### src/rtl/csrp_pkg.sv
// csrp_pkg: shared types, constants and codes of the central spike rejection block
// used by every module under rtl; depends on nothing
package csrp_pkg;

	localparam int MAX_CANDLES_DEF = 15;
	localparam int CNT_W           = 6;
	localparam int PRICE_W         = 32;
	localparam int RATIO_W         = 20;
	localparam int PADDR_W         = 3;
	localparam int PDATA_W         = 32;
	localparam int JOB_DEPTH       = 2;

	localparam logic [RATIO_W-1:0] TOL_RST   = 20'd4588;
	localparam logic [RATIO_W-1:0] HEAD_RST  = 20'd68157;
	localparam logic [RATIO_W-1:0] RATIO_ONE = 20'd65536;

	// register index, taken from paddr[2]
	localparam logic REG_TOL  = 1'b0;
	localparam logic REG_HEAD = 1'b1;

	typedef struct packed {
		logic signed [PRICE_W-1:0] open_price;
		logic signed [PRICE_W-1:0] high_price;
		logic signed [PRICE_W-1:0] low_price;
		logic signed [PRICE_W-1:0] close_price;
		logic                      last_candle;
	} candle_in_t;

	typedef struct packed {
		logic pattern_found;
		logic count_error;
	} verdict_t;

	typedef struct packed {
		logic signed [PRICE_W-1:0] open_p;
		logic signed [PRICE_W-1:0] high_p;
		logic signed [PRICE_W-1:0] low_p;
		logic signed [PRICE_W-1:0] close_p;
	} candle_t;

	typedef struct packed {
		logic             bank;
		logic [CNT_W-1:0] n;
		logic             err;
	} job_t;

	typedef struct packed {
		logic valid;
		logic bank;
	} release_t;

	typedef enum logic [2:0] {
		EV_IDLE,
		EV_MID,
		EV_WALK,
		EV_DRAIN,
		EV_MUL,
		EV_CMP,
		EV_OUT
	} eval_state_t;

	typedef enum logic [1:0] {
		TAG_NONE,
		TAG_MID,
		TAG_SHLD
	} tag_t;

endpackage

### src/rtl/csrp_front.sv
// csrp_front: accepts candles, writes them into the free window bank, counts them
// and queues one job per window; depends on csrp_pkg
module csrp_front import csrp_pkg::*; #(
	parameter int MAX_CANDLES = MAX_CANDLES_DEF,
	localparam int IW = $clog2(MAX_CANDLES),
	localparam int AW = $clog2(2 * MAX_CANDLES)
) (
	input  logic          clk,
	input  logic          arst_n,
	input  logic          candle_valid,
	output logic          candle_ready,
	input  candle_in_t    candle,
	output logic          mem_we,
	output logic [AW-1:0] mem_waddr,
	output candle_t       mem_wdata,
	output logic          job_push,
	output job_t          job,
	input  logic          job_full,
	input  release_t      rel
);

	logic [CNT_W-1:0] cnt_q;
	logic             ovf_q;
	logic             bank_q;
	logic [1:0]       busy_q;

	logic             accept;
	logic             room;
	logic [CNT_W-1:0] n_fill;
	logic             ovf_d;
	logic [1:0]       busy_set;
	logic [1:0]       busy_clr;

	assign candle_ready = !busy_q[bank_q] && !job_full;
	assign accept       = candle_valid && candle_ready;
	assign room         = cnt_q < CNT_W'(MAX_CANDLES);
	assign n_fill       = room ? cnt_q + 1'b1 : cnt_q;
	assign ovf_d        = ovf_q || !room;

	// bank 1 sits above bank 0 in the window memory
	assign mem_we    = accept && room;
	assign mem_waddr = bank_q ? AW'(cnt_q[IW-1:0]) + AW'(MAX_CANDLES) : AW'(cnt_q[IW-1:0]);
	assign mem_wdata = '{open_p:  candle.open_price,
	                     high_p:  candle.high_price,
	                     low_p:   candle.low_price,
	                     close_p: candle.close_price};

	assign job_push = accept && candle.last_candle;
	assign job.bank = bank_q;
	assign job.n    = n_fill;
	assign job.err  = ovf_d || (n_fill < CNT_W'(3)) || !n_fill[0];

	always_comb begin
		busy_set = '0;
		busy_clr = '0;
		if (job_push) begin
			busy_set[bank_q] = 1'b1;
		end
		if (rel.valid) begin
			busy_clr[rel.bank] = 1'b1;
		end
	end

	always_ff @(posedge clk or negedge arst_n) begin
		if (!arst_n) begin
			cnt_q  <= '0;
			ovf_q  <= 1'b0;
			bank_q <= 1'b0;
			busy_q <= '0;
		end else begin
			busy_q <= (busy_q | busy_set) & ~busy_clr;
			if (accept) begin
				if (candle.last_candle) begin
					cnt_q  <= '0;
					ovf_q  <= 1'b0;
					bank_q <= ~bank_q;
				end else begin
					cnt_q <= n_fill;
					ovf_q <= ovf_d;
				end
			end
		end
	end

endmodule

### config.mk
export PLATFORM = sky130hd
export DESIGN_NAME = csrp_front
export DESIGN_NICKNAME = d
export VERILOG_FILES = /design/src/rtl/csrp_pkg.sv /design/src/rtl/csrp_front.sv
export SDC_FILE = /design/constraint.sdc
export NUM_CORES = 1
export LEC_CHECK = 0
export BUFFER_PORTS_ARGS = -buffer_cell sky130_fd_sc_hd__buf_2
export CORE_AREA = 2 2 109 111
export DETAILED_ROUTE_END_ITERATION = 12
export DIE_AREA = 0 0 111 113
export PLACE_DENSITY = 0.46
export REMOVE_ABC_BUFFERS = 1
export SKIP_LAST_GASP = 1
export SLEW_MARGIN = 10
export SYNTH_ARGS = -nofsm -noshare
export SYNTH_HDL_FRONTEND = slang
export SYNTH_SLANG_ARGS = --single-unit
### constraint.sdc
create_clock -name clk -period 2.1 [get_ports clk]
set_clock_uncertainty 0.1 [all_clocks]
set_input_delay 0.105 -clock clk [delete_from_list [all_inputs] [get_ports clk]]
set_output_delay 0.105 -clock clk [all_outputs]
set_load 0.02 [all_outputs]
Yosys cells after proc, flatten, opt, wreduce, memory -nomap -nowiden
Cells that the tools add are included. Widths: inputs -> output; s select.

Register bits: 10. Bits in latches: 0. Memory bits (writable): 0. ROM bits: 0. Bits of input ports: 135. Output and inout port bits: 144. Memories: 0.

Add/subtract/negate cells: 2. Multipliers: 0. Divide/modulo/power cells: 0. $lt $le $gt $ge: 6. Eq/ne operators: 0. Shifts and indexed selects: 0. Multiplexer cells: 12. Bitwise logic cells: 4. Reductions and logical operators: 14.

Operator list (count): $mux 6 (2); $add 6x1->6 const B (1); $logic_and 1x1->1 (6); $lt 6x2->1 const B (1); $lt 6x4->1 const B (1); $add 4x4->5 const B (1); $mux 1 (5); $mux 5 (1); $logic_not 1->1 (4); $lt 1x2->1 const B (2); $mux 2 (2); $logic_or 1x1->1 (3); $and 2x2->2 (1); $demux 1 s1 (2); $ge 1x1->1 const B (2); $not 2->2 (1); $or 2x2->2 (1); $reduce_and 2->1 (1); $not 1->1 (1).

Logic depth before layout (Yosys ltp)
Gate-level depths: netlist of the first run.

Depth in word-level cells: 9. Depth in mapped cells: 6.

Worst setup path after synthesis of the first run
Ideal clock, no wire load.

Kind: register -> output. Start point: reg cnt_q[1]. End point: out job[0] (netlist name). Data arrival time: 1774 ps. Path slack: 121 ps. Stages on the path, launching flop included: 6. Buffers on the path: 1. Path through: dfrtp_1 -> ha_1 -> buf_6 -> a211oi_1 -> a21oi_1 -> o31ai_1.

RTL lines: start: declaration (line csrp_front.sv:22) `logic [CNT_W-1:0] cnt_q;`; start signal: assignment (line csrp_front.sv:78) `cnt_q <= n_fill;`; end: declaration (line csrp_front.sv:17) `output job_t job,`.

==> metrics.md, run 1 <==
| Metric | Value |
|---|---|
| Nets@finish | 248 |
| Vias | 1136 |
| Async S/R FF share, synth | 100% |
| Synth-to-layout area growth | -30.7% |
| Gate Count Post-Synth | 211 |
| Die width | 111 um |
| Critical path arrival | 1790 ps |
| Max Freq | 500 MHz |
| Drt wl/cell | 83.5 um |
| Clock sink count | 10 |
| Startpoint types | flip-flop |
| Final cell count without fillers | 253 |
| DR iter-0 viols | 83 |
| Avg Cell Area, Syn | 8.05 um^2 |
| HPWL after DPL | 20400 um |
| Drt first pass iters | 4 |
| H-tree Lvls | 1 |
| Post-synth top flop | dfrtp_1 |
| Commonest non-fill, non-tap cell in the layout | buf_2 |
| RSZ-0062 raised after global routing | no |
| CTS tree | built |
| Slew headroom | 60.1% |
| Register bit total from synthesis | 10 |
| Routability cong. | 1.28 |
| Die height | 113 um |
| Antenna Nets Post-Route | 0 |
| Initial antenna violation count | 0 |
| Worst-path maximum fanout | 7 |
| Library cells used by synthesis | 33 |
| Data required, critical path | 1890 ps |
| Gr usage total | 32.9% |
| Top-Level Pins | 279 |
| DIE AREA | 0.0125 mm^2 |
| Post-synthesis sequential area ratio | 14.7% |
| CP endpoint kind | output pin |
| First-pass GRT wire length | 24000 um |
| Vias in the first global route | 1078 |
| Post-route clock period utilization | 95.2% |
| Max VDD drop | 0.486 mV |
| CP Class | flip-flop to output pin |
| Ratio of cells with drive above 1 in the final layout | 42.7% |
| Static Leak | 0.492 nW |
| Clock buffer count from CTS | 3 |
| Routed vias/inst | 4.49 |
| Min-Delay Path Class | input pin to flip-flop |
| Initial core utilization | 15.1% |
| Antenna cell count | 0 |
| Final wirelength | 21100 um |
| Yosys warns | 0 |
| Worst R2R Setup Slack | 250 ps |
| EDFF count, synth | 0 |
| CTS root buf | clkbuf_16 |
| Status | complete, no violations |
| Placed cells | 244 |
| Worst-path clk slew | 40 ps |
| Clock Tree Buf Depth | 2 |
| I/O Buffers | 22 |
| Power per cell area | 1450 mW/mm^2 |
| Synthesized area | 0.00170 mm^2 |
| Core area | 0.0113 mm^2 |
| Slew at the pin closest to its max-slew limit | 597 ps |
| Grt ovf | 0 |
| Cell Rows | 39 |
| Leading cell types in the layout, fill and taps excluded | 21 x buf_2, 10 x dfrtp_1, 8 x buf_4 |
| Setup_tns | 0 ps |
| Pin count of the biggest net entering global routing | 11 |
| DRC | 0 |
| Final Hold Fails | 0 |
| Max Slew Vio Count | 0 |
| Maxcap violations | 0 |
| Finish-stage setup viols | 0 |
| Tmin final | 2000 ps |
| Worst skew pair latency | 240 ps |
[metal layers]
metal  vias to the layer above  share of wire (%)  GRT usage (%)
met5                         -               0.67           8.63
met4                         4                9.5           20.8
met3                        67                 29           47.5
met2                       260                 49           58.3
met1                       451                 12           10.4
li1                        354                  -              -
[final timing paths]
| check | from | to | cells past startpoint |
|---|---|---|---|
| min reg2reg | busy_q[0]$_DFF_PN0_ | busy_q[0]$_DFF_PN0_ | 2 |
| min | rel[0] | busy_q[0]$_DFF_PN0_ | 3 |
| max reg2reg | cnt_q[0]$_DFFE_PN0N_ | cnt_q[0]$_DFFE_PN0N_ | 5 |
| min in group asynchronous | arst_n | cnt_q[0]$_DFFE_PN0N_ | 2 |
| max in group asynchronous | arst_n | ovf_q$_DFFE_PN0N_ | 2 |
| max | cnt_q[0]$_DFFE_PN0N_ | job[0] | 5 |
[worst max-delay path, stage by stage (launching register included)]
cell,delay (ps)
dfrtp_1,370
ha_2,230
a311o_2,480
nor3_2,180
o31ai_1,120
buf_4,170
[cell type report]
class	instances	area, um^2
fillers	1294	10100
multi-input cells	57	437
flip-flops and latches	10	250
repair buffers	32	195
well taps	143	179
clock buffers	4	88.8
inverters	7	26.3
[Yosys cell counts, types with 2 or more instances]
cell / instances / area share (%)
buf_4: 129 / 57
nor2b_1: 4 / 1.5
dfrtp_1: 10 / 15
xnor2_1: 4 / 2.1
buf_2: 2 / 0.59
nor3_4: 2 / 1.9
nor2_1: 6 / 1.3
clkbuf_1: 4 / 0.88
buf_6: 2 / 1.3
a21oi_1: 7 / 2.1
ha_1: 2 / 1.5
nor3_1: 2 / 0.59
nand2_1: 2 / 0.44
a31oi_1: 6 / 2.2
and3_1: 2 / 0.74
a311o_1: 2 / 1.2
inv_1: 7 / 1.5
a211oi_1: 2 / 0.88
o21ai_0: 2 / 0.59
[metrics by stage]
step	hold WS (ps)	power, mW	cell area [um^2]	utilization, %	setup slack (ps)
3_5_place_dp	-103	1.25	1010	8.95	166
6_report	13.6	1.71	1180	10.4	101
5_1_grt	19.7	1.83	1180	10.4	8.33
2_1_floorplan	-291	0.870	682	-	100
4_1_cts	11.7	1.65	1140	10.1	3.30
3_3_place_gp	-110	1.25	1010	8.95	176
[registers in the layout (all words and copies together) (netlist names)]
signal and flops:
bank_q 1, busy_q 2, cnt_q 6, ovf_q 1
[logic make-up after synthesis]
| family | Yosys count | synth area share [%] |
|---|---|---|
| buffers and inverters | 144 | 61.4 |
| AOI/OAI and AO/OA | 25 | 9.95 |
| and+or+nand+nor | 23 | 8.62 |
| muxes | 2 | 1.25 |
| DFF | 10 | 14.7 |
| xor gates and xnor gates | 5 | 2.58 |
| adders and majority gates | 2 | 1.47 |
[repair_timing]
action | 4_1_cts | 5_1_grt
buffers inserted | 0 | 2
hold buffers | 3 | 0
hold endpoints to repair | 12 | 0
gates resized for setup | 4 | 7
pin swaps | 0 | 3
setup endpoints to repair | 3 | 5
[where the power goes]
part	internal, mW	switching [mW]	total [mW]	leakage, nW
registers	0.242	0.0864	0.328	0.130
logic	0.395	0.607	1.00	0.318
clock network	0.287	0.0938	0.381	0.0442
Power figures use the tool's default switching activity.
==> inputs of run 2 (changes only) <==
PLACE_DENSITY = 0.47   (was 0.46)
clock period = 1.8 ns   (was 2.1 ns; I/O delays follow)
==> run 2 against run 1 <==
The run now ends with setup timing left. Worst hold slack got worse by 7.9 ps. First-iteration DRC count rose by 67%. Critical path type unchanged. Global-route usage fell by 0.39 points. Critical endpoint is now mem_we. Sequential share of layout area decreased by 3.6 points. Largest cell class unchanged. Via count rose by 3.2%.
==> metrics.md, run 2 (same netlist as run 1, synthesis figures left out) <==
| Metric | Value |
|---|---|
| Drt first pass iters | 4 |
| DP Worst Slack | -78.9 ps |
| GRT met1 Usage | 10.1% |
| Routability cong. | 1.34 |
| Layout filler cell count | 1288 |
| Cell Rows | 39 |
| Slew headroom | 78.5% |
| Pin count of the biggest net entering global routing | 11 |
| First-pass GRT wire length | 24100 um |
| Ratio of cells with drive above 1 in the final layout | 59.1% |
| Final Hold Fails | 0 |
| DRC | 0 |
| Finish-stage setup viols | 7 |
| Max Freq | 524 MHz |
| Initial antenna violation count | 0 |
| Slew at the pin closest to its max-slew limit | 322 ps |
| HPWL after DPL | 20000 um |
| Vias | 1172 |
| Nets@finish | 265 |
| Met2 usage | 55.4% |
| CP Class | flip-flop to output pin |
| DIE AREA | 0.0125 mm^2 |
| Met3 GRT Util | 48.9% |
| Commonest non-fill, non-tap cell in the layout | buf_4 |
| Core area | 0.0113 mm^2 |
| Crit. Startpoint | cnt_q[1]$_DFFE_PN0N_ |
| Clock Tree Buf Depth | 2 |
| Worst-path clk slew | 40 ps |
| Grt ovf | 0 |
| Final wirelength | 21000 um |
| Gr usage total | 32.5% |
| CTS tree | built |
| Maxcap violations | 0 |
| Crit path largest cell delay | 410 ps |
| Static Leak | 0.606 nW |
| Routed vias/inst | 4.34 |
| Hold WS | 5.64 ps |
| Min-Delay Path Class | input pin to flip-flop |
| GRT busiest layer | met2 |
| Clock sink count | 10 |
| Max Slew Vio Count | 0 |
| Failing checks | setup timing |
| Drt wl/cell | 77.6 um |
| CTS root buf | clkbuf_16 |
| CP endpoint | mem_we |
| Biggest register | cnt_q |
| Worst Reg-to-Reg Cells | 5 |
| Reg-to-Reg End | cnt_q[1]$_DFFE_PN0N_ |
| Total Power | 2.42 mW |
| Die width | 111 um |
| Leading cell types in the layout, fill and taps excluded | 22 x buf_4, 16 x buf_2, 8 x dfrtp_1, 8 x buf_6 |
| Initial core utilization | 15.1% |
| Worst R2R Setup Slack | -90 ps |
| Biggest regs | cnt_q: 6 flops, busy_q: 2 flops |
| H-tree Lvls | 1 |
| Antenna Nets Post-Route | 0 |
| Setup WS post-layout | -110 ps |
| Worst skew pair latency | 230 ps |
| Clock buffer count from CTS | 3 |
| Vias in the first global route | 1167 |
| Data required, critical path | 1610 ps |
| Worst-path maximum fanout | 7 |
| Worst r2r src | cnt_q[1]$_DFFE_PN0N_ |
| Tmin final | 1910 ps |
| Synth-to-layout area growth | -15.9% |
| Antenna cell count | 0 |
| Top-Level Pins | 279 |
| Max VDD drop | 0.674 mV |
| Flip-flop count of the largest register after layout | 6 |
| RSZ-0062 raised after global routing | yes |
| I/O Buffers | 22 |
| Power per cell area | 1690 mW/mm^2 |
| Die height | 113 um |
| Status | complete, but fails checks |
| Crit-path cells | ha_2 > a311o_2 > buf_4 > nor3_4 > buf_6 |
| Post-route clock period utilization | 106% |
| Critical path arrival | 1720 ps |
| CP max stage cell | a311o_2 |
| DR iter-0 viols | 139 |
| Startpoint types | flip-flop |
| CP endpoint kind | output pin |
| Setup_tns | -507 ps |
-- run 2: cell types whose count changed in the layout (fill, tap and decap cells not counted), sizes merged --
| cell | previous run | this run |
|---|---|---|
| buf | 29 | 46 |
-- run 2: stage by stage --
stage,std cells,instance area (um^2),utilization [%]
global route,270,1430,12.7
detailed placement,253,1080,9.55
global placement,253,1080,9.55
CTS,266,1330,11.8
floorplan,74,682,-
finish,270,1430,12.7
-- run 2: area by class of cell --
class	count	area [um^2]	share of cell area, %
clock buffer	4	88.8	6.22
multi-input combinational	57	510	35.8
tap	143	179	12.5
inverter	7	31.3	2.19
timing repair buffer	49	365	25.6
sequential	10	253	17.7
-- run 2: worst max-delay path, delay by kind of cell (launching register included) --
kind / cells / cell delay [ps]
compound gates: 1 / 410
fa+ha+maj: 1 / 220
buf+inv: 2 / 330
flops: 1 / 400
simple gates: 1 / 130
-- run 2: worst min path at each step --
stage                     startpoint             endpoint  cells past startpoint  slack (ps)
after floorplan               arst_n   bank_q$_DFFE_PN0N_                      0        -310
after detailed placement      arst_n  busy_q[0]$_DFF_PN0_                      1        -130
after global routing          rel[0]  busy_q[0]$_DFF_PN0_                      3           9
final                         rel[0]  busy_q[0]$_DFF_PN0_                      3           6
after CTS                     rel[0]  busy_q[0]$_DFF_PN0_                      3           4
after global placement        arst_n  busy_q[0]$_DFF_PN0_                      1        -130
-- run 2: report_power, final --
part,switching [mW],total [mW],internal [mW]
Combinational,0.869,1.61,0.740
Clock,0.101,0.435,0.334
Sequential,0.0864,0.374,0.287
-- run 2: timing repair --
item                                    4_1_cts  5_1_grt
buffers inserted                              6        6
endpoints found under the setup margin        8       11
hold buffers                                  3        0
pin swaps                                     6        7
hold endpoints to repair                     12        0
gates resized for setup                      25       17
cloned                                        0        0
-- run 2: metal layers --
layer  part of all wire [%]  wire, um
met5                   0.25        53
met4                    9.5      1980
met2                     48     10000
met1                     11      2350
met3                     31      6530
==> inputs of run 3 (changes only) <==
ABC_AREA = 1   (was default)
==> run 3 against run 2 <==
Total power fell by 21%. Critical endpoint is now job[0]. Global-route usage fell by 0.16 points. Clock-buffer cell count fell by 1. Critical path type unchanged. The flow now finishes without violations. Sequential power barely moved. Final area fell by 14%.
==> metrics.md, run 3 <==
| Metric | Value |
|---|---|
| Status | complete, no violations |
| Pin count of the biggest net entering global routing | 11 |
| Crit. Startpoint | cnt_q[1]$_DFFE_PN0N_ |
| Worst-path maximum fanout | 5 |
| Vias | 1099 |
| Static Leak | 0.568 nW |
| Routability cong. | 1.26 |
| Post-synth top flop | dfrtp_1 |
| DIE AREA | 0.0125 mm^2 |
| I/O Buffers | 22 |
| Met3 GRT Util | 48.3% |
| Leading cell types in the layout, fill and taps excluded | 22 x nand2_1, 20 x buf_2, 10 x inv_1 |
| GRT met1 Usage | 8.49% |
| Nets@finish | 261 |
| Critical path arrival | 1590 ps |
| Yosys warns | 0 |
| Power per cell area | 1540 mW/mm^2 |
| Maxcap violations | 0 |
| Startpoint types | flip-flop |
| Drt wl/cell | 78.4 um |
| H-tree Lvls | 1 |
| GRT busiest layer | met2 |
| Post-route clock period utilization | 98.8% |
| Post-synthesis sequential area ratio | 14.6% |
| Reg-to-Reg End | cnt_q[0]$_DFFE_PN0N_ |
| EDFF count, synth | 0 |
| Most common cell in the netlist | buf_4 |
| HPWL after DPL | 20100 um |
| Synthesized area | 0.00171 mm^2 |
| Post-synth top cells | 129 x buf_4, 26 x nand2_1, 12 x inv_1 |
| DP Worst Slack | 54.9 ps |
| Initial antenna violation count | 0 |
| Clock buffer count from CTS | 3 |
| Final instance area | 0.00123 mm^2 |
| Biggest regs | cnt_q: 6 flops, busy_q: 2 flops |
| First-pass GRT wire length | 23500 um |
| Finished Core Util | 10.9% |
| Worst R2R Setup Slack | 380 ps |
| Drt first pass iters | 4 |
| RSZ-0062 raised after global routing | yes |
| Slew headroom | 78.5% |
| Clock sink count | 10 |
| Max Freq | 562 MHz |
| Data required, critical path | 1610 ps |
| Final Hold Fails | 0 |
| Layout filler cell count | 1287 |
| Worst Reg-to-Reg Cells | 7 |
| Async S/R FF share, synth | 100% |
| Synth area leaders | buf_4 56%, dfrtp_1 15%, nand2_1 5.7% |
| Flip-flop count of the largest register after layout | 6 |
| Met2 usage | 57.8% |
| Top cell type's share of synthesized area | 56.5% |
| Worst-path clk slew | 40 ps |
| Cell Rows | 39 |
| Routed vias/inst | 4.15 |
| Initial core utilization | 15.2% |
| Biggest register | cnt_q |
| Register bit total from synthesis | 10 |
| Die width | 111 um |
| CTS tree | built |
| Library cells used by synthesis | 25 |
| Worst skew pair latency | 230 ps |
| Placed cell areas | 0.00103 mm^2 |
| Max VDD drop | 0.453 mV |
| Max Slew Vio Count | 0 |
| Ratio of cells with drive above 1 in the final layout | 49.2% |
| DRC | 0 |
| Finish-stage setup viols | 0 |
| Clock Tree Buf Depth | 2 |
| Gr usage total | 32.3% |
| Setup WS post-layout | 21.1 ps |
| CP endpoint | job[0] |
| Tmin final | 1780 ps |
| Antenna Nets Post-Route | 0 |
| CP Class | flip-flop to output pin |
| Hold WS | 41.6 ps |
| Final wirelength | 20800 um |
| Antenna cell count | 0 |
| Synth-to-layout area growth | -28.0% |
| Vias in the first global route | 1017 |
| Commonest non-fill, non-tap cell in the layout | nand2_1 |
| Core area | 0.0113 mm^2 |
| CTS root buf | clkbuf_16 |
| Post-synth top area cell | buf_4 |
| Avg Cell Area, Syn | 7.79 um^2 |
| DR iter-0 viols | 78 |
| Die height | 113 um |
| CP endpoint kind | output pin |
| Grt ovf | 0 |
| Worst r2r src | cnt_q[1]$_DFFE_PN0N_ |
| Gate Count Post-Synth | 220 |
| Min-Delay Path Class | input pin to flip-flop |
| Slew at the pin closest to its max-slew limit | 322 ps |
| Top-Level Pins | 279 |
run 3: how the worst min path moves through the flow:
stage,start,to,slack [ps],cells past startpoint
6_report,rel[0],busy_q[0]$_DFF_PN0_,40,3
5_1_grt,rel[0],busy_q[0]$_DFF_PN0_,50,3
4_1_cts,rel[0],busy_q[0]$_DFF_PN0_,30,3
3_5_place_dp,arst_n,cnt_q[3]$_DFFE_PN0N_,-130,1
3_3_place_gp,arst_n,cnt_q[3]$_DFFE_PN0N_,-130,1
2_1_floorplan,arst_n,bank_q$_DFFE_PN0N_,-310,0
run 3: power breakdown:
part           switching, mW  internal (mW)  leakage (nW)  total (mW)
sequential            0.0934          0.281         0.132       0.374
combinational          0.705          0.434         0.399        1.14
clock                 0.0987          0.288        0.0370       0.386
total                  0.897           1.00         0.568        1.90
run 3: area by class of cell:
type                    instances  area [um^2]  area share, %
inverters                      13         48.8           3.96
well taps                     143          179           14.5
repair buffers                 31          189           15.3
flip-flops and latches         10          253           20.5
clock buffers                   3         75.1           6.09
multi-input cells              65          489           39.7
run 3: cells by family after synthesis:
kind of cell,count (synthesis),synth area share (%)
buffers and inverters,145,60.4
XOR/XNOR,4,2.48
adder cells (fa/ha/maj),2,1.46
AO/OA/AOI/OAI,7,2.48
flip-flops,10,14.6
AND/OR/NAND/NOR,52,18.5
run 3: metrics by stage:
stage / TNS, ps / power [mW] / std cells
final: 0 / 1.90 / 265
after global routing: -55.8 / 2.03 / 265
after CTS: 0 / 1.80 / 264
after detailed placement: 0 / 1.32 / 255
after global placement: 0 / 1.32 / 255
after floorplan: 0 / 0.924 / 88
run 3: repair_timing:
action / CTS / global route
pin swaps: 1 / 7
setup endpoints to repair: 3 / 4
hold buffers: 1 / 0
endpoints found under the hold margin: 10 / 0
buffers inserted: 5 / 1
resized for setup: 7 / 13
run 3: worst max-delay path: stages, from the launching register on:
cell and delay [ps]:
dfrtp_2 440, ha_4 190, nand3_4 100, nand2_4 80, inv_2 70, nand2_1 60
nand2_2 80, nand2_2 70, nand2_1 70, nand2_2 60, buf_6 130
run 3: routing by layer:
metal / routed length [um] / part of all wire (%) / vias up
li1: - / - / 352
met1: 1930 / 9.3 / 422
met2: 10700 / 51 / 267
met3: 6420 / 31 / 54
met4: 1700 / 8.2 / 4
met5: 80 / 0.39 / -
