### src/rtl/csrp_pkg.sv
// csrp_pkg: shared types, constants and codes of the central spike rejection block
// used by every module under rtl; depends on nothing
package csrp_pkg;

	localparam int MAX_CANDLES_DEF = 15;
	localparam int CNT_W           = 6;
	localparam int PRICE_W         = 32;
	localparam int RATIO_W         = 20;
	localparam int PADDR_W         = 3;
	localparam int PDATA_W         = 32;
	localparam int JOB_DEPTH       = 2;

	localparam logic [RATIO_W-1:0] TOL_RST   = 20'd4588;
	localparam logic [RATIO_W-1:0] HEAD_RST  = 20'd68157;
	localparam logic [RATIO_W-1:0] RATIO_ONE = 20'd65536;

	// register index, taken from paddr[2]
	localparam logic REG_TOL  = 1'b0;
	localparam logic REG_HEAD = 1'b1;

	typedef struct packed {
		logic signed [PRICE_W-1:0] open_price;
		logic signed [PRICE_W-1:0] high_price;
		logic signed [PRICE_W-1:0] low_price;
		logic signed [PRICE_W-1:0] close_price;
		logic                      last_candle;
	} candle_in_t;

	typedef struct packed {
		logic pattern_found;
		logic count_error;
	} verdict_t;

	typedef struct packed {
		logic signed [PRICE_W-1:0] open_p;
		logic signed [PRICE_W-1:0] high_p;
		logic signed [PRICE_W-1:0] low_p;
		logic signed [PRICE_W-1:0] close_p;
	} candle_t;

	typedef struct packed {
		logic             bank;
		logic [CNT_W-1:0] n;
		logic             err;
	} job_t;

	typedef struct packed {
		logic valid;
		logic bank;
	} release_t;

	typedef enum logic [2:0] {
		EV_IDLE,
		EV_MID,
		EV_WALK,
		EV_DRAIN,
		EV_MUL,
		EV_CMP,
		EV_OUT
	} eval_state_t;

	typedef enum logic [1:0] {
		TAG_NONE,
		TAG_MID,
		TAG_SHLD
	} tag_t;

endpackage

### src/rtl/csrp_job_fifo.sv
// csrp_job_fifo: short job queue between the front and the evaluator
// depends on csrp_pkg
module csrp_job_fifo import csrp_pkg::*; #(
	localparam int PW = $clog2(JOB_DEPTH),
	localparam int FW = $clog2(JOB_DEPTH + 1)
) (
	input  logic clk,
	input  logic arst_n,
	input  logic push,
	input  job_t din,
	input  logic pop,
	output job_t dout,
	output logic full,
	output logic empty
);

	job_t          ent_q [JOB_DEPTH];
	logic [PW-1:0] wp_q;
	logic [PW-1:0] rp_q;
	logic [FW-1:0] fill_q;

	logic do_push;
	logic do_pop;

	assign full    = fill_q == FW'(JOB_DEPTH);
	assign empty   = fill_q == '0;
	assign do_push = push && !full;
	assign do_pop  = pop && !empty;
	assign dout    = ent_q[rp_q];

	always_ff @(posedge clk) begin
		if (do_push) begin
			ent_q[wp_q] <= din;
		end
	end

	always_ff @(posedge clk or negedge arst_n) begin
		if (!arst_n) begin
			wp_q   <= '0;
			rp_q   <= '0;
			fill_q <= '0;
		end else begin
			if (do_push) begin
				wp_q <= (wp_q == PW'(JOB_DEPTH - 1)) ? '0 : wp_q + 1'b1;
			end
			if (do_pop) begin
				rp_q <= (rp_q == PW'(JOB_DEPTH - 1)) ? '0 : rp_q + 1'b1;
			end
			if (do_push && !do_pop) begin
				fill_q <= fill_q + 1'b1;
			end else if (do_pop && !do_push) begin
				fill_q <= fill_q - 1'b1;
			end
		end
	end

endmodule

### config.mk
export PLATFORM = sky130hd
export DESIGN_NAME = csrp_job_fifo
export DESIGN_NICKNAME = d
export VERILOG_FILES = /design/src/rtl/csrp_pkg.sv /design/src/rtl/csrp_job_fifo.sv
export SDC_FILE = /design/constraint.sdc
export NUM_CORES = 1
export LEC_CHECK = 0
export BUFFER_PORTS_ARGS = -buffer_cell sky130_fd_sc_hd__buf_2
export CAP_MARGIN = 10
export CORE_MARGIN = 4
export CORE_UTILIZATION = 52
export DETAILED_ROUTE_END_ITERATION = 10
export PLACE_DENSITY = 0.83
export SLEW_MARGIN = 20
export SYNTH_ARGS = -nofsm -noshare
export SYNTH_HDL_FRONTEND = slang
export SYNTH_SLANG_ARGS = --single-unit
### constraint.sdc
create_clock -name clk -period 3.2 [get_ports clk]
set_input_delay 0.32 -clock clk [delete_from_list [all_inputs] [get_ports clk]]
set_output_delay 0.32 -clock clk [all_outputs]
set_load 0.1 [all_outputs]
# Word-level counts from Yosys, hierarchy flattened
# Memory sizes are Yosys's and may differ from the RTL's.
# Cells that the tools add are included.
# classes
muxes	6
eq_ne	1
reduce_logical	10
addsub	4
# op_table
operator	n
$logic_and A1 B1 Y1	4
$logic_not A1 Y1	4
$mux W1	4
$mux W2	2
$add A1 B1 Y1 const B	2
$add A2 B1 Y2 const B	1
$eq A2 B2 Y1 const B	1
$logic_not A2 Y1	1
$reduce_bool A2 Y1	1
$sub A2 B1 Y2 const B	1
# totals
regBits	4
wordCells	25
mem_bits_rw	16
output_inout_bits	10
n_memories	1
input_bits	12
# mem_list
memory	words	width	rd	rd_clocked_by_memory_dff	wr	line_no	rtl
ent_q	2	8	1	0	1	csrp_job_fifo.sv:17	job_t ent_q [JOB_DEPTH];

# Logic depth before layout (Yosys ltp)
# Gate-level depths: netlist of the first run.
# depth
depth_word	7
mapped_depth	7

# Worst setup path before layout of the first run
# No wires, ideal clock.
# synth_timing
path_type	reg-to-output
start	register fill_q[0]
end	output empty
slack_ns	1.207
stages_incl_launch_ff	2
arrival_time_ns	1.673
path_cell_list	dfrtp_1 nor2_1
# synth_between
elab_chain_cells	1
# synth_rtl
element	line_no	rtl
start, declared	csrp_job_fifo.sv:20	logic [FW-1:0] fill_q;
start signal, assigned	csrp_job_fifo.sv:50	fill_q <= fill_q + 1'b1;
start signal, assigned	csrp_job_fifo.sv:52	fill_q <= fill_q - 1'b1;
$logic_not A2 Y1	csrp_job_fifo.sv:26	assign empty = fill_q == '0;
end, declared	csrp_job_fifo.sv:14	output logic empty
# Every way passes these cells.

==> results of run 1 <==
## stage by stage
stage          hold slack, ns  worst slack (ns)  area, µm²
3_5_place_dp            0.135              1.62        901
3_3_place_gp            0.132              1.68        901
6_report                0.216              1.34        937
5_1_grt                 0.193              1.26        937
4_1_cts                 0.211              1.32        937
2_1_floorplan          0.0244              1.21        782
## state kept, by name, indices dropped and copies added, names as in the netlist
name    flops
ent_q      16
fill_q      2
wp_q        1
rp_q        1
## area by class of cell
cell class | count | area (µm²) | area share [%]
Multi-Input combinational cell | 21 | 189 | 20.2
Timing Repair Buffer | 22 | 115 | 12.3
Tap cell | 15 | 18.8 | 2.00
Sequential cell | 20 | 581 | 61.9
Clock buffer | 3 | 22.5 | 2.40
Clock inverter | 1 | 3.75 | 0.401
Inverter | 2 | 7.51 | 0.801
## layer usage
metal	track usage (%)	vias up	wire, µm
li1	-	208	-
met4	1.66	0	0
met2	19.8	12	552
met1	15.2	192	473
met3	4.60	0	63
met5	0	-	0
## kinds of logic (layout without fill, tap and decap cells)
kind of cell	count (synthesis)	count (layout)	synth area share, %
xor+xnor	5	5	6.56
compound gates	1	1	0.639
fa+ha+maj	1	1	1.60
simple gates	6	6	3.84
flops	20	20	74.2
buf+inv	3	28	1.60
mux	8	8	11.5
## worst max-delay path: cells and delay by family, from the launching register on
family / cells / cell delay [ns]
flip-flops: 1 / 0.59
multiplexers: 1 / 0.37
buffers and inverters: 1 / 0.30
## worst max-delay path by stage
stage	startpoint	endpoint	slack, ns
finish	rp_q$_DFFE_PN0P_	dout[1]	1.34
global route	rp_q$_DFFE_PN0P_	dout[1]	1.26
CTS	rp_q$_DFFE_PN0P_	dout[7]	1.32
detailed placement	fill_q[0]$_DFFE_PN0P_	ent_q[0][4]$_DFFE_PP_	1.62
global placement	rp_q$_DFFE_PN0P_	dout[2]	1.68
floorplan	fill_q[0]$_DFFE_PN0P_	empty	1.21
## placed cells by master, fill, tap and decap left out
master | Yosys | layout
xnor2_2 | 1 | 1
buf_2 | 1 | 21
ha_1 | 1 | 1
mux2_2 | 2 | 2
xnor2_1 | 2 | 2
inv_1 | 2 | 2
clkbuf_4 | 0 | 3
edfxtp_1 | 16 | 16
nand2_2 | 1 | 1
mux2_1 | 6 | 6
and3_1 | 1 | 1
o21ai_1 | 1 | 1
nand2b_1 | 1 | 1
dfrtp_1 | 4 | 4
dlygate4sd3_1 | 0 | 1
clkinv_1 | 0 | 1
nor2_1 | 3 | 3
xor2_1 | 2 | 2
## timing repair
item	4_1_cts	5_1_grt
hold endpoints to repair	4	0
setup endpoints to repair	0	0
hold buffers	1	0
==> impl_metrics.xml, run 1 <==
<?xml version="1.0" encoding="UTF-8"?>
<metrics>
  <group name="logic_synthesis">
    <metric name="yosysTopAreaCellShare" unit="%">61.4</metric>
    <metric name="synth.yosys.warnings" unit="">0</metric>
    <metric name="synth.cells.most_frequent" unit="">edfxtp_1 (16), mux2_1 (6), dfrtp_1 (4)</metric>
    <metric name="synth_area_per_cell" unit="µm²">17.8</metric>
    <metric name="syn-instance-count" unit="">44</metric>
    <metric name="yosys-top-cells-area" unit="">edfxtp_1 (61%), dfrtp_1 (13%), mux2_1 (8.6%)</metric>
    <metric name="yosys.cell_types.count" unit="">15</metric>
    <metric name="asyncSetResetFlopFracSynth" unit="%">20.0</metric>
    <metric name="synth.most_common_cell" unit="">edfxtp_1</metric>
    <metric name="postSynthRegisterBits" unit="">20</metric>
    <metric name="synth_top_cell_by_area" unit="">edfxtp_1</metric>
    <metric name="synth_enable_flop_cells" unit="">16</metric>
    <metric name="total_nets_after_synthesis" unit="">57</metric>
    <metric name="synth.cell_area" unit="µm²">782</metric>
    <metric name="seq_area_frac_synth" unit="%">74.2</metric>
    <metric name="ys_dominant_reg_cell" unit="">edfxtp_1</metric>
  </group>
  <group name="run_status">
    <metric name="run_status" unit="">complete, no violations</metric>
  </group>
  <group name="worst_setup_path">
    <metric name="endpoint_kind" unit="">output port</metric>
    <metric name="worstPathMaxFanout" unit="">9</metric>
    <metric name="timing.critical_path.slowest_stage_cell" unit="">dfrtp_1</metric>
    <metric name="worst-r2r-cell-count" unit="">3</metric>
    <metric name="worst-setup-path-type" unit="">reg -&gt; out</metric>
    <metric name="start_kind" unit="">flip-flop</metric>
    <metric name="cp_data_required_time" unit="ns">2.88</metric>
    <metric name="critical_path.max_stage_delay" unit="ns">0.59</metric>
    <metric name="regToRegStartpoint" unit="">fill_q[0]$_DFFE_PN0P_</metric>
    <metric name="reg2reg_slack" unit="ns">1.60</metric>
    <metric name="worstReg2RegEnd" unit="">ent_q[0][3]$_DFFE_PP_</metric>
    <metric name="data_arrival_critical_path" unit="ns">1.54</metric>
    <metric name="critical_path.cell_chain" unit="">mux2_1, buf_2</metric>
  </group>
  <group name="global_route">
    <metric name="remaining_global_route_overflow" unit="">0</metric>
    <metric name="antenna_found_initial" unit="">0</metric>
    <metric name="grt_first_pass_wirelength" unit="mm">1.79</metric>
    <metric name="grtUsageTotal" unit="%">11.9</metric>
    <metric name="first_global_vias" unit="">431</metric>
    <metric name="grt_start_max_net_pins" unit="">12</metric>
  </group>
  <group name="clock_tree">
    <metric name="cts-htree-levels" unit="">1</metric>
    <metric name="cts_tree" unit="">done</metric>
    <metric name="worst_skew_pair.late_latency" unit="ns">0.28</metric>
    <metric name="clk_sinks" unit="">20</metric>
    <metric name="post-cts-setup-buffer-count" unit="">0</metric>
    <metric name="clock-root-buffer" unit="">clkbuf_4</metric>
    <metric name="cts_made_buffers" unit="">3</metric>
    <metric name="clockBufferDepth" unit="">2</metric>
    <metric name="clk_transition_reported_paths" unit="ns">0.10</metric>
    <metric name="post_cts_resized" unit="">0</metric>
  </group>
  <group name="timing">
    <metric name="worst_clock_skew" unit="ns">0.00356</metric>
    <metric name="timing.slew.headroom" unit="%">55.5</metric>
    <metric name="setup_viol_count_final" unit="">0</metric>
    <metric name="hold_viol_final" unit="">0</metric>
    <metric name="maximum_achievable_frequency" unit="MHz">537</metric>
    <metric name="timing_worst_slew_pin_value" unit="ns">0.665</metric>
    <metric name="rsz0062_at_grt" unit="">no</metric>
    <metric name="setup-tns-final" unit="ns">0</metric>
    <metric name="period_needed" unit="ns">1.86</metric>
    <metric name="final-max-slew-violation-count" unit="">0</metric>
    <metric name="layout_worst_path_cycle_share" unit="%">58.2</metric>
  </group>
  <group name="drt">
    <metric name="pre_antenna_drt_iters" unit="">2</metric>
    <metric name="drc" unit="">0</metric>
    <metric name="routed_wl" unit="mm">1.09</metric>
    <metric name="wl_per_cell" unit="µm">13.0</metric>
    <metric name="drtIter0Drc" unit="">6</metric>
    <metric name="route.vias.total" unit="">412</metric>
    <metric name="drt-vias-per-instance" unit="">4.90</metric>
    <metric name="antenna_violating_nets_post_route" unit="">0</metric>
  </group>
  <group name="min_path">
    <metric name="hold_path.startpoint" unit="">din[2]</metric>
    <metric name="hold-path-endpoint" unit="">ent_q[1][2]$_DFFE_PP_</metric>
    <metric name="holdPathStages" unit="">1</metric>
    <metric name="worstHoldPathType" unit="">in -&gt; reg</metric>
  </group>
  <group name="layout">
    <metric name="fill_cells" unit="">93</metric>
    <metric name="layout.core_utilization" unit="%">68.6</metric>
    <metric name="diodes" unit="">0</metric>
    <metric name="flow.area_growth_from_synthesis" unit="%">19.8</metric>
    <metric name="final_net_count" unit="">83</metric>
    <metric name="post_route_cells_drive_above_1_share" unit="%">40.6</metric>
    <metric name="layout.cells.non_filler" unit="">84</metric>
  </group>
  <group name="die">
    <metric name="number_of_top_level_design_ports" unit="">22</metric>
    <metric name="die_w" unit="µm">46.8</metric>
    <metric name="initial_utilization" unit="%">57.2</metric>
    <metric name="fp.dieArea" unit="µm²">2190</metric>
    <metric name="coreArea" unit="µm²">1370</metric>
    <metric name="die-height" unit="µm">46.8</metric>
    <metric name="core.rowCount" unit="">13</metric>
  </group>
  <group name="place">
    <metric name="place.gp.congestion" unit="">0.643</metric>
    <metric name="post-place-cells" unit="">79</metric>
    <metric name="placement.io_buffers" unit="">21</metric>
    <metric name="detailedPlacementHpwl" unit="µm">817</metric>
  </group>
  <group name="job">
    <metric name="max_cap_viol_count" unit="">0</metric>
  </group>
</metrics>
Power of run 1 is left out: the tool's default activity adds up to more than one toggle a clock period on the data nets, which glitch-free logic cannot reach.
==> inputs of run 2 (changes only) <==
- CORE_UTILIZATION: 52 -> 48
- PLACE_DENSITY: 0.83 -> 0.77
- clock period: 3.2 -> 1.9 ns (I/O delays scaled with it)
==> run 2 against run 1 <==
Die area grew 6.9%. Sequential share of layout area down 1.1 points. Critical path type unchanged. Critical path depth is the same. Wire length up 7.7%.
==> impl_metrics.xml, run 2 (synthesized netlist as in run 1, its figures left out) <==
<?xml version="1.0" encoding="UTF-8"?>
<metrics>
  <group name="run_status">
    <metric name="run_status" unit="">complete, no violations</metric>
  </group>
  <group name="clock_tree">
    <metric name="cts_tree" unit="">done</metric>
    <metric name="clockBufferDepth" unit="">2</metric>
    <metric name="cts-htree-levels" unit="">1</metric>
    <metric name="clk_transition_reported_paths" unit="ns">0.10</metric>
    <metric name="post_cts_resized" unit="">0</metric>
    <metric name="clock-root-buffer" unit="">clkbuf_4</metric>
    <metric name="worst_skew_pair.late_latency" unit="ns">0.28</metric>
    <metric name="cts_made_buffers" unit="">3</metric>
    <metric name="clk_sinks" unit="">20</metric>
  </group>
  <group name="place">
    <metric name="placement.io_buffers" unit="">21</metric>
    <metric name="detailedPlacementHpwl" unit="µm">899</metric>
    <metric name="place.gp.congestion" unit="">0.653</metric>
  </group>
  <group name="global_route">
    <metric name="first_global_vias" unit="">465</metric>
    <metric name="grt_start_max_net_pins" unit="">12</metric>
    <metric name="grt_first_pass_wirelength" unit="mm">2.10</metric>
    <metric name="grtUsageTotal" unit="%">11.4</metric>
    <metric name="remaining_global_route_overflow" unit="">0</metric>
    <metric name="antenna_found_initial" unit="">0</metric>
  </group>
  <group name="timing">
    <metric name="hold_viol_final" unit="">0</metric>
    <metric name="period_needed" unit="ns">1.73</metric>
    <metric name="timing.slew.headroom" unit="%">67.7</metric>
    <metric name="timing_worst_slew_pin_value" unit="ns">0.488</metric>
    <metric name="worst_clock_skew" unit="ns">0.00408</metric>
    <metric name="setup-tns-final" unit="ns">0</metric>
    <metric name="setup_viol_count_final" unit="">0</metric>
    <metric name="layout_worst_path_cycle_share" unit="%">91.1</metric>
    <metric name="rsz0062_at_grt" unit="">no</metric>
    <metric name="maximum_achievable_frequency" unit="MHz">578</metric>
    <metric name="finalHoldWorstSlack" unit="ns">0.0892</metric>
    <metric name="final-max-slew-violation-count" unit="">0</metric>
  </group>
  <group name="die">
    <metric name="fp.dieArea" unit="µm²">2340</metric>
    <metric name="die-height" unit="µm">48.4</metric>
    <metric name="initial_utilization" unit="%">51.3</metric>
    <metric name="number_of_top_level_design_ports" unit="">22</metric>
    <metric name="coreArea" unit="µm²">1520</metric>
    <metric name="die_w" unit="µm">48.4</metric>
    <metric name="core.rowCount" unit="">14</metric>
  </group>
  <group name="min_path">
    <metric name="hold_path.startpoint" unit="">din[6]</metric>
    <metric name="worstHoldPathType" unit="">in -&gt; reg</metric>
  </group>
  <group name="drt">
    <metric name="wl_per_cell" unit="µm">13.5</metric>
    <metric name="pre_antenna_drt_iters" unit="">2</metric>
    <metric name="route.vias.total" unit="">435</metric>
    <metric name="drt-vias-per-instance" unit="">5.00</metric>
    <metric name="drtIter0Drc" unit="">4</metric>
    <metric name="routed_wl" unit="mm">1.17</metric>
    <metric name="drc" unit="">0</metric>
    <metric name="antenna_violating_nets_post_route" unit="">0</metric>
  </group>
  <group name="layout">
    <metric name="most_flop_heavy_register" unit="">ent_q</metric>
    <metric name="biggestRegsByFlops" unit="">ent_q x16, fill_q x2</metric>
    <metric name="post_route_cells_drive_above_1_share" unit="%">42.3</metric>
    <metric name="final_net_count" unit="">85</metric>
    <metric name="layout_common_cells" unit="">buf_2 (21), edfxtp_1 (16), mux2_1 (6)</metric>
    <metric name="largest_reg_flops" unit="">16</metric>
    <metric name="layout_commonest_cell" unit="">buf_2</metric>
    <metric name="flow.area_growth_from_synthesis" unit="%">21.9</metric>
    <metric name="diodes" unit="">0</metric>
    <metric name="fill_cells" unit="">119</metric>
  </group>
  <group name="worst_setup_path">
    <metric name="start_kind" unit="">flip-flop</metric>
    <metric name="data_arrival_critical_path" unit="ns">1.54</metric>
    <metric name="worst-setup-path-type" unit="">reg -&gt; out</metric>
    <metric name="regToRegStartpoint" unit="">fill_q[0]$_DFFE_PN0P_</metric>
    <metric name="worstPathMaxFanout" unit="">9</metric>
    <metric name="cp_data_required_time" unit="ns">1.71</metric>
    <metric name="endpoint_kind" unit="">output port</metric>
    <metric name="setup.worst_path.start" unit="">rp_q$_DFFE_PN0P_</metric>
  </group>
  <group name="job">
    <metric name="max_cap_viol_count" unit="">0</metric>
  </group>
</metrics>
[run 2: changes by cell type in the layout (fill, tap and decap cells not counted)]
cell / previous run / this run
clkinv_1: 1 / 0
clkbuf_1: 0 / 1
buf_4: 0 / 2
[run 2: through the flow]
step / std cells / utilization, % / instance area [µm²] / worst slack (ns)
2_1_floorplan: 44 / - / 782 / 0.0369
3_3_place_gp: 82 / 60.2 / 917 / 0.475
3_5_place_dp: 82 / 60.2 / 917 / 0.444
4_1_cts: 87 / 62.6 / 953 / 0.140
5_1_grt: 87 / 62.6 / 953 / 0.0709
6_report: 87 / 62.6 / 953 / 0.170
[run 2: final timing paths]
path                                         end  slack [ns]  cells past startpoint
min in group asynchronous  fill_q[1]$_DFFE_PN0P_        0.23                      2
min                        ent_q[0][6]$_DFFE_PP_        0.09                      1
max reg2reg                fill_q[1]$_DFFE_PN0P_        0.42                      6
min reg2reg                     wp_q$_DFFE_PN0N_        0.53                      1
max                                      dout[2]        0.17                      2
max in group asynchronous       rp_q$_DFFE_PN0P_        1.54                      2
[run 2: area by class of cell]
class	count	area (µm²)	share of cell area [%]
well taps	16	20.0	2.10
flip-flops and latches	20	581	60.9
multi-input cells	21	189	19.8
clock buffers	4	26.3	2.76
inverters	2	7.51	0.787
repair buffers	24	130	13.6
[run 2: worst max-delay path, stage by stage, from the launching register on]
cell     delay, ns
dfrtp_1       0.59
mux2_2        0.38
buf_2         0.29
[run 2: routing by layer]
layer	GRT usage (%)	up-vias	share of wire, %
met5	0	-	0
met4	4.15	0	0.60
met3	3.68	2	5.6
met2	18.7	12	53
met1	13.8	208	41
li1	-	213	-
[run 2: what timing repair did]
item	4_1_cts	5_1_grt
setup endpoints to repair	0	0
hold buffers	1	0
setup buffers	0	0
hold endpoints to repair	4	0
Power of run 2 is left out for the same reason.
==> inputs of run 3 (changes only) <==
- CORE_UTILIZATION: 48 -> 46
- PLACE_DENSITY: 0.77 -> 0.75
- REMOVE_ABC_BUFFERS: default -> 1
==> run 3 against run 2 <==
Die area is 3.6% higher. Sequential share of layout area is the same. Wire length is 6.8% higher. Flip-flop and latch count is the same.
==> impl_metrics.xml, run 3 (synthesized netlist as in run 1, its figures left out) <==
<?xml version="1.0" encoding="UTF-8"?>
<metrics>
  <group name="timing">
    <metric name="timing.final.ws_setup" unit="ns">0.146</metric>
    <metric name="setup_viol_count_final" unit="">0</metric>
    <metric name="period_needed" unit="ns">1.75</metric>
    <metric name="layout_worst_path_cycle_share" unit="%">92.3</metric>
    <metric name="setup-tns-final" unit="ns">0</metric>
    <metric name="timing.slew.headroom" unit="%">67.6</metric>
    <metric name="timing_worst_slew_pin_value" unit="ns">0.489</metric>
    <metric name="hold_viol_final" unit="">0</metric>
    <metric name="rsz0062_at_grt" unit="">no</metric>
    <metric name="final-max-slew-violation-count" unit="">0</metric>
    <metric name="worst_clock_skew" unit="ns">0.00183</metric>
    <metric name="maximum_achievable_frequency" unit="MHz">570</metric>
  </group>
  <group name="clock_tree">
    <metric name="cts_tree" unit="">done</metric>
    <metric name="clk_transition_reported_paths" unit="ns">0.10</metric>
    <metric name="post-cts-setup-buffer-count" unit="">0</metric>
    <metric name="clock-root-buffer" unit="">clkbuf_4</metric>
    <metric name="clockBufferDepth" unit="">2</metric>
    <metric name="worst_skew_pair.late_latency" unit="ns">0.28</metric>
    <metric name="clk_sinks" unit="">20</metric>
    <metric name="cts-htree-levels" unit="">1</metric>
    <metric name="cts_made_buffers" unit="">3</metric>
  </group>
  <group name="worst_setup_path">
    <metric name="data_arrival_critical_path" unit="ns">1.56</metric>
    <metric name="worst-setup-path-type" unit="">reg -&gt; out</metric>
    <metric name="timing.critical_path.slowest_stage_cell" unit="">dfrtp_1</metric>
    <metric name="regToRegStartpoint" unit="">fill_q[0]$_DFFE_PN0P_</metric>
    <metric name="endpoint_kind" unit="">output port</metric>
    <metric name="timing.critical_path.buf_inv" unit="">1</metric>
    <metric name="worst-r2r-cell-count" unit="">6</metric>
    <metric name="cpLargestDelayFamily" unit="">flip-flops</metric>
    <metric name="critical_path.cell_chain" unit="">mux2_2, buf_2</metric>
    <metric name="cp_data_required_time" unit="ns">1.71</metric>
    <metric name="critical_path.max_stage_delay" unit="ns">0.59</metric>
    <metric name="start_kind" unit="">flip-flop</metric>
    <metric name="reg2reg_slack" unit="ns">0.41</metric>
    <metric name="worstPathMaxFanout" unit="">9</metric>
    <metric name="worstReg2RegEnd" unit="">fill_q[1]$_DFFE_PN0P_</metric>
  </group>
  <group name="layout">
    <metric name="most_flop_heavy_register" unit="">ent_q</metric>
    <metric name="flow.area_growth_from_synthesis" unit="%">21.9</metric>
    <metric name="biggestRegsByFlops" unit="">ent_q x16, fill_q x2</metric>
    <metric name="largest_reg_flops" unit="">16</metric>
    <metric name="final_net_count" unit="">85</metric>
    <metric name="layout_commonest_cell" unit="">buf_2</metric>
    <metric name="layout.cells.non_filler" unit="">87</metric>
    <metric name="diodes" unit="">0</metric>
    <metric name="layout_common_cells" unit="">buf_2 (21), edfxtp_1 (16), mux2_1 (6)</metric>
    <metric name="layout.core_utilization" unit="%">61.2</metric>
    <metric name="post_route_cells_drive_above_1_share" unit="%">42.3</metric>
  </group>
  <group name="drt">
    <metric name="drtIter0Drc" unit="">3</metric>
    <metric name="pre_antenna_drt_iters" unit="">3</metric>
    <metric name="drc" unit="">0</metric>
    <metric name="drt-vias-per-instance" unit="">4.90</metric>
    <metric name="route.vias.total" unit="">426</metric>
    <metric name="routed_wl" unit="mm">1.25</metric>
    <metric name="antenna_violating_nets_post_route" unit="">0</metric>
    <metric name="wl_per_cell" unit="µm">14.4</metric>
  </group>
  <group name="min_path">
    <metric name="hold-path-endpoint" unit="">ent_q[0][7]$_DFFE_PP_</metric>
    <metric name="holdPathStages" unit="">1</metric>
    <metric name="hold_path.startpoint" unit="">din[7]</metric>
    <metric name="worstHoldPathType" unit="">in -&gt; reg</metric>
  </group>
  <group name="die">
    <metric name="number_of_top_level_design_ports" unit="">22</metric>
    <metric name="fp.dieArea" unit="µm²">2420</metric>
    <metric name="die_w" unit="µm">49.2</metric>
    <metric name="coreArea" unit="µm²">1560</metric>
    <metric name="initial_utilization" unit="%">50.2</metric>
    <metric name="core.rowCount" unit="">14</metric>
    <metric name="die-height" unit="µm">49.2</metric>
  </group>
  <group name="global_route">
    <metric name="antenna_found_initial" unit="">0</metric>
    <metric name="grt_first_pass_wirelength" unit="mm">2.00</metric>
    <metric name="grtUsageTotal" unit="%">11.0</metric>
    <metric name="grt_start_max_net_pins" unit="">12</metric>
    <metric name="first_global_vias" unit="">460</metric>
    <metric name="remaining_global_route_overflow" unit="">0</metric>
  </group>
  <group name="place">
    <metric name="detailedPlacementHpwl" unit="µm">936</metric>
    <metric name="place.gp.congestion" unit="">0.689</metric>
    <metric name="post-place-cells" unit="">82</metric>
    <metric name="placement.io_buffers" unit="">21</metric>
    <metric name="pre_cts_ws" unit="ns">0.423</metric>
  </group>
  <group name="run_status">
    <metric name="run_status" unit="">complete, no violations</metric>
  </group>
  <group name="job">
    <metric name="max_cap_viol_count" unit="">0</metric>
  </group>
</metrics>
run 3: cell types whose count changed in the layout (fill, tap and decap cells not counted):
cell	previous run	this run
clkbuf_1	1	0
clkinv_1	0	1
run 3: stage by stage:
step                hold WS [ns]  instance area (µm²)
floorplan                 -0.106                  777
global placement         0.00183                  917
detailed placement       0.00279                  917
CTS                       0.0810                  953
global route              0.0668                  953
finish                    0.0896                  953
run 3: timing repair:
item | 4_1_cts | 5_1_grt
endpoints found under the hold margin | 4 | 0
hold buffers | 1 | 0
resized for setup | 0 | 0
endpoints found under the setup margin | 0 | 0
run 3: worst max-delay path by stage:
stage / slack (ns) / depth (start not counted) / end / start
finish: 0.15 / 2 / dout[2] / rp_q$_DFFE_PN0P_
global route: 0.07 / 2 / dout[2] / rp_q$_DFFE_PN0P_
CTS: 0.12 / 2 / dout[2] / rp_q$_DFFE_PN0P_
detailed placement: 0.42 / 6 / fill_q[1]$_DFFE_PN0P_ / fill_q[0]$_DFFE_PN0P_
global placement: 0.46 / 6 / fill_q[1]$_DFFE_PN0P_ / fill_q[0]$_DFFE_PN0P_
floorplan: 0.04 / 1 / empty / fill_q[0]$_DFFE_PN0P_
run 3: layer usage:
layer  vias to the layer above  global-route usage [%]  part of all wire [%]
met4                         0                    2.84                     0
met2                         8                    22.1                    59
met3                         0                    2.75                   3.7
li1                        213                       -                     -
met1                       205                    10.8                    37
met5                         -                       0                     0
run 3: worst register-to-register path, delay by kind of cell, from the launching register on:
kind | cells | cell delay, ns
buf+inv | 1 | 0.05
simple gates | 3 | 0.47
xor+xnor | 1 | 0.15
fa+ha+maj | 1 | 0.30
flops | 1 | 0.44
run 3: layout make-up:
class / count / area (µm²)
inverter: 2 / 7.51
sequential: 20 / 581
tap: 16 / 20.0
timing repair buffer: 24 / 130
multi-input combinational: 21 / 189
clock inverter: 1 / 3.75
fill: 121 / 606
clock buffer: 3 / 22.5
Power of run 3 is left out for the same reason.
